File: config.mk
export PLATFORM = sky130hd
export DESIGN_NAME = pib_ctrl
export DESIGN_NICKNAME = d
export VERILOG_FILES = /design/src/rtl/core/pib_pkg.sv /design/src/rtl/core/pib_ctrl.sv
export SDC_FILE = /design/constraint.sdc
export NUM_CORES = 1
export LEC_CHECK = 0
export ABC_AREA = 1
export BUFFER_PORTS_ARGS = -buffer_cell sky130_fd_sc_hd__buf_4
export CORE_AREA = 2 2 39 41
export CTS_CLUSTER_DIAMETER = 30
export DETAILED_ROUTE_END_ITERATION = 12
export DIE_AREA = 0 0 41 43
export PLACE_DENSITY = 0.38
export SLEW_MARGIN = 20
export SYNTH_ARGS = -nofsm -noshare
export SYNTH_HDL_FRONTEND = slang
export SYNTH_SLANG_ARGS = --single-unit
File: constraint.sdc
create_clock -name clock -period 2.11 [get_ports clock]
set_input_delay 0.3165 -clock clock [delete_from_list [all_inputs] [get_ports clock]]
set_output_delay 0.3165 -clock clock [all_outputs]
set_load 0.1 [all_outputs]
File: src/rtl/core/pib_pkg.sv
// Shared types and constants for the palette index builder.
// Used by pib_ctrl, pib_datapath and palette_index_builder; depends on nothing.

package pib_pkg;

   // Palette size and the widths that follow from it.
   localparam int PALETTE_ENTRIES = 256;
   localparam int ADDR_W          = $clog2(PALETTE_ENTRIES);
   localparam int CNT_W           = $clog2(PALETTE_ENTRIES + 1);
   localparam logic [CNT_W-1:0] FULL_COUNT = CNT_W'(PALETTE_ENTRIES);

   // Fixed widths of the word fields.
   localparam int COMP_W  = 8;
   localparam int COLOR_W = 3 * COMP_W;
   localparam int INDEX_W = 8;
   localparam int USED_W  = 9;

   typedef struct packed {
      logic              first_pixel;
      logic [COMP_W-1:0] blue;
      logic [COMP_W-1:0] green;
      logic [COMP_W-1:0] red;
   } pib_req_type;

   typedef struct packed {
      logic [INDEX_W-1:0] color_index;
      logic               new_entry;
      logic [USED_W-1:0]  entries_used;
      logic               palette_usable;
   } pib_rsp_type;

   // Controller to datapath.
   typedef struct packed {
      logic start;
      logic scan;
      logic finish;
   } pib_cmd_type;

   // Datapath to controller.
   typedef struct packed {
      logic overflowed;
      logic hit;
      logic exhausted;
   } pib_status_type;

endpackage

File: src/rtl/core/pib_ctrl.sv
// Sequencer of the palette index builder: accept, palette scan and result hand-off.
// Depends on pib_pkg.

module pib_ctrl (
   input  logic                    clock,
   input  logic                    reset,
   input  logic                    req_valid,
   output logic                    req_ready,
   output logic                    rsp_valid,
   input  logic                    rsp_ready,
   input  pib_pkg::pib_status_type status,
   output pib_pkg::pib_cmd_type    cmd
);

   localparam logic ST_IDLE = 1'b0;
   localparam logic ST_SCAN = 1'b1;

   logic state_ff, state_in;
   logic rsp_valid_ff, rsp_valid_in;
   logic decided;
   logic slot_free;

   always_comb begin
      decided   = status.overflowed || status.hit || status.exhausted;
      slot_free = !rsp_valid_ff || rsp_ready;
      // No word is taken while reset is held.
      req_ready = (state_ff == ST_IDLE) && !reset;

      cmd.start  = 1'b0;
      cmd.scan   = 1'b0;
      cmd.finish = 1'b0;
      state_in   = state_ff;

      case (state_ff)
         ST_IDLE: begin
            if (req_valid) begin
               cmd.start = 1'b1;
               state_in  = ST_SCAN;
            end
         end
         ST_SCAN: begin
            // Once the answer is known the scan stops and holds until the
            // output register can take the word.
            if (!decided) begin
               cmd.scan = 1'b1;
            end else if (slot_free) begin
               cmd.finish = 1'b1;
               state_in   = ST_IDLE;
            end
         end
         default: begin
            state_in = ST_IDLE;
         end
      endcase

      if (cmd.finish) begin
         rsp_valid_in = 1'b1;
      end else if (rsp_ready) begin
         rsp_valid_in = 1'b0;
      end else begin
         rsp_valid_in = rsp_valid_ff;
      end
   end

   assign rsp_valid = rsp_valid_ff;

   always_ff @(posedge clock) begin
      if (reset) begin
         state_ff     <= ST_IDLE;
         rsp_valid_ff <= 1'b0;
      end else begin
         state_ff     <= state_in;
         rsp_valid_ff <= rsp_valid_in;
      end
   end

endmodule

# Word-level counts from Yosys, hierarchy flattened
# Cells that the tools add are included.
op_classes:
  mux: 11
  bitwise: 1
  reduce_logical: 7
ops:
  columns: ["cell", "n"]
  rows:
  - ["$mux 1", 9]
  - ["$logic_or 1x1->1", 3]
  - ["$logic_not 1->1", 2]
  - ["$mux 2", 1]
  - ["$pmux 1 s2", 1]
  - ["$reduce_bool 2->1", 1]
  - ["$logic_and 1x1->1", 1]
  - ["$not 1->1", 1]
totals:
  register_bits: 2
  inputBits: 7
  wordCells: 21

# Depth between registers and ports, before layout
# Gate-level depths: netlist of run 1.
depth:
  word_depth: 6
  depth_mapped: 5
  depth_no_buf: 5

# Worst setup path before layout of run 1
# No wires, ideal clock.
synth_timing:
  kind: "input-to-output"
  from: "in status[0] in the netlist's numbering"
  to: "out cmd[1] in the netlist's numbering"
  arrival_time_ns: 1.732
  setup_slack_ns: 0.062
  cell_stages: 3
  path_cell_list: "nor2_1 -> nand2_1 -> nor2_1"
synth_rtl:
  columns: ["element", "line_no", "text"]
  rows:
  - ["start: declaration", "pib_ctrl.sv:11", "input pib_pkg::pib_status_type status,"]
  - ["end: declaration", "pib_ctrl.sv:12", "output pib_pkg::pib_cmd_type cmd"]

==> impl_metrics.ini, run 1 <==
[detailed_routing]
drtIter0Drc = 0
wl_um = 294
antenna_left = 0
drc_errors = 0
via_count = 145
viasPerCell = 2.96
post_drt_wl_per_cell_um = 6.00
first_pass_iters = 1

[grt]
use_met1 = 0.0288
grt_util_met2 = 0.0469
gr-usage-all-layers = 0.0451
antenna_found_initial = 0
top_usage_layer = met4
grt_max_degree = 6
grt_overflow = 0
grt_pass1_vias = 125
use_met3 = 0.0471
grt_pass1_wl_um = 407

[worst_hold_path]
hp-class = in2reg

[yosys]
syn_inst = 20
yosysSeqAreaShare = 0.330
synthXorXnorAreaFrac = 0
synth_area_leaders = dfxtp_1 (33%), nor2_1 (15%), inv_1 (12%)
synth_area_per_cell_um2 = 6.07
yosysWarnings = 0
synth_top_area_share = 0.330
synthDistinctLibCells = 9
synth_fa_ha_area_frac = 0
syn-num-nets = 27
yosys.area.top_type = dfxtp_1
synth-compound-area-share = 0.103
synth_top_family_by_area = simple AND/OR/NAND/NOR gates
mappedNetlistArea_um2 = 121
synth.area.mux_share = 0
synth_simple_gate_area_frac = 0.351
synth_seq_cells = 2

[floorplanning]
coreArea_mm2 = 0.00138
die_area_mm2 = 0.00176
initial_core_util = 0.0877
die_w_um = 41
io_pins = 12
num_rows = 14
die_h_um = 43

[setup_path]
path_cells = inv_2, nor2_2, buf_4
criticalPathCategory = reg2out
arrival_ps = 1110
cp_slowest_cell = dfxtp_1
start_kind = flip-flop
critPathMaxFanout = 5
cp-end-kind = output port
slowest_delay_ps = 390
crit_required_ps = 1790

[sta]
finalHoldViolations = 0
clock_skew_ps = 0.772
min_period_ps = 1420
relSlewSlack = 0.816
slew_viol_final = 0
tightestPinTransition_ps = 279
fin_crit_sh = 0.675
setup_tns_ps = 0
max_freq_mhz = 702
rsz0062_at_grt = false
setup_viol = 0

[power]
p_per_area_mw_per_mm2 = 865
ir_worst_vdd_mv = 0.168
power.leakage_nw = 0.140

[clock_network]
path_clk_slew_ps = 30
hold_buffers = 0
postCtsSetupBuffers = 0
cts_resized = 0
cts_made_buffers = 3
clock_latency_ps = 220
cts_htree_levels = 1
clock_sinks = 2
clk_path_buf_depth = 2
root_buffer = clkbuf_4
cts_tree = built

[cells_and_area]
fill_cells = 169
regArea_um2 = 40.0
layout.cells.non_filler = 49
drive_gt1_frac = 0.515
nNetsFinal = 42
antenna-diode-count = 0
multiInputGateArea_um2 = 55.1
syn_to_final_growth_pct = 96.9

[placement]
placed_cells = 46
place.gp.congestion = 0.594
place.port_buffers = 11

[status]
outcome = finished, final reports clean

[run]
drv_cap = 0
==> logic make-up after synthesis <==
| group | count (synthesis) |
|---|---|
| AO/OA/AOI/OAI | 2 |
| buffers and inverters | 6 |
| AND/OR/NAND/NOR | 10 |
| flip-flops | 2 |
==> final cells by class <==
| cell class | instances | area share |
|---|---|---|
| Tap cell | 16 | 0.0838 |
| Sequential cell | 2 | 0.168 |
| Multi-Input combinational cell | 12 | 0.230 |
| Clock buffer | 3 | 0.0942 |
| Timing Repair Buffer | 11 | 0.346 |
| Inverter | 5 | 0.0785 |
==> layout by cell type (no fill, tap or decap) <==
cell | netlist | final
buf_4 | 1 | 11
nor2_1 | 5 | 5
inv_1 | 4 | 4
nand2_1 | 3 | 3
clkbuf_4 | 0 | 3
nor2_2 | 2 | 2
dfxtp_1 | 2 | 2
inv_2 | 1 | 1
a21oi_1 | 1 | 1
o21bai_1 | 1 | 1
==> report_power, final <==
part | internal, mW | leakage (nW) | switching, mW
sequential | 0.0412 | 0.0166 | 0.00273
clock | 0.0626 | 0.0138 | 0.0204
combinational | 0.0204 | 0.109 | 0.0594
==> path summary, 6_finish.rpt <==
kind	start	to	slack [ps]	cells past startpoint
hold / removal	reset	rsp_valid	270	2
setup reg to reg	state_ff	state_ff	1380	3
setup / recovery	state_ff	cmd[0]	690	3
hold reg to reg	state_ff	state_ff	550	3
==> per-stage QoR <==
step / hold slack [ps] / setup WS, ps / utilization / area, um2 / power, mW
after CTS: 265 / 651 / 0.173 / 239 / 0.214
after floorplan: 389 / 61.8 / - / 121 / 0.106
after detailed placement: 503 / 775 / 0.156 / 216 / 0.125
after global placement: 502 / 773 / 0.156 / 216 / 0.125
final: 269 / 687 / 0.173 / 239 / 0.207
after global routing: 267 / 619 / 0.173 / 239 / 0.222
==> sequential cells by signal (all words and copies together), names as in the netlist <==
| register | cells |
|---|---|
| rsp_valid | 1 |
| state_ff | 1 |
==> synth_stat cells, drive strengths merged <==
| library cell | number |
|---|---|
| nand2 | 3 |
| dfxtp | 2 |
| nor2 | 7 |
| buf | 1 |
| a21oi | 1 |
| inv | 5 |
| o21bai | 1 |
==> critical path: cells and delay by family, from the launching register on <==
family        cells  cell delay (ps)
simple gates      1              140
flops             1              390
buf+inv           2              370
==> layer usage <==
metal,share of wire,vias to the layer above
li1,-,82
met5,0,-
met3,0.15,0
met2,0.54,6
met1,0.30,57
met4,0,0
(Power assumes the default switching activity.)
==> run 2: changes to the inputs <==
--- a/config.mk
+++ b/config.mk
@@ -5,7 +5,7 @@
 export SDC_FILE = /design/constraint.sdc
 export NUM_CORES = 1
 export LEC_CHECK = 0
-export ABC_AREA = 1
+export ABC_AREA = 0
 export BUFFER_PORTS_ARGS = -buffer_cell sky130_fd_sc_hd__buf_4
 export CORE_AREA = 2 2 39 41
 export CTS_CLUSTER_DIAMETER = 30
==> constraint.sdc (replaced) <==
create_clock -name clock -period 1.4 [get_ports clock]
set_input_delay 0.21 -clock clock [delete_from_list [all_inputs] [get_ports clock]]
set_output_delay 0.21 -clock clock [all_outputs]
set_load 0.1 [all_outputs]
==> impl_metrics.ini, run 2 <==
[setup_path]
cp_slowest_cell = dfxtp_1
worst-path-buf-inv = 1
cp_top_family = flip-flops
criticalPathCategory = reg2out
rr_worst_depth = 2
cp-end-kind = output port
crit_required_ps = 1190
crit_path_end = cmd[0]
critPathMaxFanout = 7
reg2reg_to = state_ff
arrival_ps = 1140
cp_num_cells = 2
path_cells = and3_2, buf_6
r2r-start = state_ff
start_kind = flip-flop
r2r_setup_slack_ps = 520
slowest_delay_ps = 460
critical_path.startpoint = state_ff

[placement]
place.gp.congestion = 0.611
place_hpwl_um = 287
place.port_buffers = 11
placed_cell_area_um2 = 228

[cells_and_area]
fill_cells = 172
final_common_cell = buf_4
fin_util = 0.189
design_area_um2 = 262
antenna-diode-count = 0
final_cell_mix = buf_4 (9), clkbuf_4 (3), nor2_2 (2), buf_6 (2)
nNetsFinal = 36
drive_gt1_frac = 0.750
syn_to_final_growth_pct = 115

[worst_hold_path]
hp-class = in2reg

[clock_network]
path_clk_slew_ps = 30
clk_path_buf_depth = 2
root_buffer = clkbuf_4
postCtsSetupBuffers = 0
hold_buffers = 0
cts_htree_levels = 1
cts_tree = built
clock_sinks = 2
cts_made_buffers = 3
clock_latency_ps = 230

[detailed_routing]
antenna_left = 0
first_pass_iters = 2
via_count = 141
viasPerCell = 3.20
post_drt_wl_per_cell_um = 8.64
wl_um = 380
drtIter0Drc = 1
drc_errors = 0

[power]
pwr-share-comb = 0.372
clkPwrFrac = 0.426
ir_worst_vdd_mv = 0.199
intPower_uw = 204
p_switching_uw = 134
power.leakage_nw = 0.115
switching_share = 0.397
seqPwrFrac = 0.202
p_per_area_mw_per_mm2 = 1290

[grt]
antenna_found_initial = 0
gr-usage-all-layers = 0.0571
grt_max_degree = 8
grt_overflow = 0
grt_pass1_wl_um = 607
grt_pass1_vias = 165

[yosys]
mappedNetlistArea_um2 = 121
synth_common_cells = nor2_1 (3), dfxtp_1 (2)
synth-edff-count = 0
yosysWarnings = 0
synth_area_per_cell_um2 = 8.67
yosysSeqAreaShare = 0.330
syn-num-nets = 21
synth_top_area_share = 0.330
async_flop_share = 0
syn_inst = 14
synth_most_common_cell = nor2_1
synth_seq_cells = 2
synth-main-ff-cell = dfxtp_1
yosys.area.top_type = dfxtp_1
synth_area_leaders = dfxtp_1 (33%), a311oi_2 (12%), nor2_1 (9.3%)
synthDistinctLibCells = 11

[run]
drv_cap = 0

[sta]
setup_viol = 0
slew_viol_final = 0
min_period_ps = 1350
max_freq_mhz = 739
tightestPinTransition_ps = 268
relSlewSlack = 0.821
finalHoldViolations = 0
setup_tns_ps = 0
clock_skew_ps = 5.29
fin_crit_sh = 0.966
holdWs_ps = 161

[status]
outcome = finished, final reports clean

[floorplanning]
die_area_mm2 = 0.00176
coreArea_mm2 = 0.00138
die_w_um = 41
num_rows = 14
die_h_um = 43
io_pins = 12
initial_core_util = 0.0877
-- run 2: worst min-delay path by stage --
stage,startpoint,to,cells past startpoint
2_1_floorplan,reset,rsp_valid,1
3_3_place_gp,reset,rsp_valid,2
3_5_place_dp,reset,rsp_valid,2
4_1_cts,reset,rsp_valid,2
5_1_grt,reset,rsp_valid,2
6_report,reset,rsp_valid,2
-- run 2: what timing repair did --
action	CTS	global route
endpoints found under the hold margin	0	0
resized for setup	1	1
endpoints found under the setup margin	1	1
-- run 2: logic make-up (layout without fill, tap and decap cells) --
family	count (synthesis)	after routing	share of synthesized area
AND/OR/NAND/NOR	7	7	0.351
flip-flops	2	2	0.330
buffers and inverters	2	16	0.0928
AO/OA/AOI/OAI	3	3	0.227
-- run 2: through the flow --
stage / instances / setup WS [ps] / power, mW
floorplan: 14 / -201 / 0.162
global placement: 40 / 37.9 / 0.191
detailed placement: 40 / 36.8 / 0.193
CTS: 44 / 10.7 / 0.348
global route: 44 / -0.241 / 0.354
finish: 44 / 47.6 / 0.338
-- run 2: final cells by class --
type,count,area (um2),share of cell area
sequential,2,43.8,0.167
clock buffer,4,26.3,0.100
multi-input combinational,10,77.6,0.297
tap,16,20.0,0.0766
timing repair buffer,11,90.1,0.344
inverter,1,3.75,0.0144
-- run 2: power by group through the flow --
stage,clock (mW),combinational (mW),sequential [mW]
final,0.144,0.126,0.0681
after global routing,0.154,0.131,0.0690
after CTS,0.154,0.126,0.0682
after detailed placement,0,0.124,0.0691
after global placement,0,0.123,0.0681
after floorplan,0,0.0797,0.0827
-- run 2: routing by layer --
layer	track usage	vias to the layer above	wire (um)	part of all wire
li1	-	75	-	-
met1	0.0735	54	196	0.52
met2	0.0500	12	122	0.32
met3	0.0314	0	61	0.16
met4	0.0800	0	0	0
met5	0	-	0	0
-- run 2: worst reg2reg max path, cell delays in order, from the launching register on --
cell and delay, ps:
dfxtp_1 460, nor2_1 100, a311oi_2 240
==> run 3: changes to the inputs <==
==> constraint.sdc (replaced) <==
create_clock -name clock -period 1.7 [get_ports clock]
set_input_delay 0.255 -clock clock [delete_from_list [all_inputs] [get_ports clock]]
set_output_delay 0.255 -clock clock [all_outputs]
set_load 0.1 [all_outputs]
==> impl_metrics.ini, run 3 (same netlist as run 2, synthesis figures left out) <==
[grt]
grt_max_degree = 8
antenna_found_initial = 0
grt_pass1_wl_um = 552
grt_pass1_vias = 137
grt_overflow = 0
gr-usage-all-layers = 0.0561

[sta]
finalHoldViolations = 0
clock_skew_ps = 0.156
fin_crit_sh = 0.853
max_freq_mhz = 689
min_period_ps = 1450
tightestPinTransition_ps = 280
setup_viol = 0
rsz0062_at_grt = false
slew_viol_final = 0
setup_tns_ps = 0
relSlewSlack = 0.815

[floorplanning]
die_w_um = 41
coreArea_mm2 = 0.00138
die_h_um = 43
num_rows = 14
initial_core_util = 0.0877
io_pins = 12
die_area_mm2 = 0.00176

[clock_network]
cts_made_buffers = 3
postCtsSetupBuffers = 0
clock_latency_ps = 220
clk_path_buf_depth = 2
hold_buffers = 0
root_buffer = clkbuf_4
cts_resized = 0
clock_sinks = 2
path_clk_slew_ps = 30
cts_htree_levels = 1
cts_tree = built

[detailed_routing]
post_drt_wl_per_cell_um = 8.84
drc_errors = 0
drtIter0Drc = 2
first_pass_iters = 2
viasPerCell = 3.58
via_count = 154
antenna_left = 0
wl_um = 380

[power]
p_switching_uw = 107
fin_total_pwr_uw = 264
intPower_uw = 157
ir_worst_vdd_mv = 0.233
clkPwrFrac = 0.401
switching_share = 0.404
seqPwrFrac = 0.215
power.leakage_nw = 0.112
p_per_area_mw_per_mm2 = 1070
pwr-share-comb = 0.384

[run]
drv_cap = 0

[setup_path]
cp_slowest_cell = or3_4
slowest_delay_ps = 400
criticalPathCategory = in2out
path_cells = buf_4, or3_4, and3_2, buf_4
crit_top_cell = buf_4
cp-end-kind = output port
crit_required_ps = 1440
start_kind = primary input
worst-path-buf-inv = 2
critPathMaxFanout = 3
cp_top_family = simple AND/OR/NAND/NOR gates
arrival_ps = 1200

[cells_and_area]
fill_cells = 148
antenna-diode-count = 0
final_cell_mix = buf_4 (11), clkbuf_4 (3), nor2_2 (2)
drive_gt1_frac = 0.778
final_common_cell = buf_4
nNetsFinal = 36
syn_to_final_growth_pct = 104

[placement]
place.port_buffers = 11
place.gp.congestion = 0.655

[worst_hold_path]
hp-class = in2reg

[status]
outcome = finished, final reports clean
-- run 3: per-stage QoR --
| stage | instances | setup WS (ps) | cell area (um2) | hold slack (ps) | util |
|---|---|---|---|---|---|
| 5_1_grt | 43 | 209 | 248 | 214 | 0.179 |
| 6_report | 43 | 249 | 248 | 216 | 0.179 |
| 2_1_floorplan | 14 | 8.85 | 130 | 317 | - |
| 3_5_place_dp | 40 | 247 | 225 | 447 | 0.163 |
| 4_1_cts | 43 | 237 | 248 | 206 | 0.179 |
| 3_3_place_gp | 40 | 245 | 225 | 441 | 0.163 |
-- run 3: final timing paths --
path	start	to	slack [ps]	cells past startpoint
setup / recovery	status[0]	cmd[0]	250	4
hold / removal	reset	rsp_valid	220	2
setup reg to reg	state_ff	state_ff	840	2
hold reg to reg	rsp_valid	rsp_valid	540	2
-- run 3: layout make-up --
cell class	instances	area [um2]	share of cell area
Clock buffer	3	22.5	0.0909
Inverter	1	3.75	0.0152
Multi-Input combinational cell	10	77.6	0.313
Sequential cell	2	41.3	0.167
Tap cell	16	20.0	0.0808
Timing Repair Buffer	11	82.6	0.333
-- run 3: worst reg2reg max path, delay by kind of cell (launching register included) --
kind / cells / cell delay [ps]
flops: 1 / 450
compound gates: 1 / 230
simple gates: 1 / 90
-- run 3: power groups by stage --
stage | combinational [mW] | clock, mW | sequential, mW
after floorplan | 0.0656 | 0 | 0.0688
after global placement | 0.101 | 0 | 0.0571
after detailed placement | 0.102 | 0 | 0.0575
after CTS | 0.102 | 0.115 | 0.0568
after global routing | 0.106 | 0.119 | 0.0573
final | 0.101 | 0.106 | 0.0567
-- run 3: routing by layer --
layer / track usage / vias up / part of all wire
met1: 0.0732 / 65 / 0.49
met3: 0.0628 / 2 / 0.22
li1: - / 75 / -
met2: 0.0375 / 12 / 0.27
met5: 0 / - / 0
met4: 0.0600 / 0 / 0.013
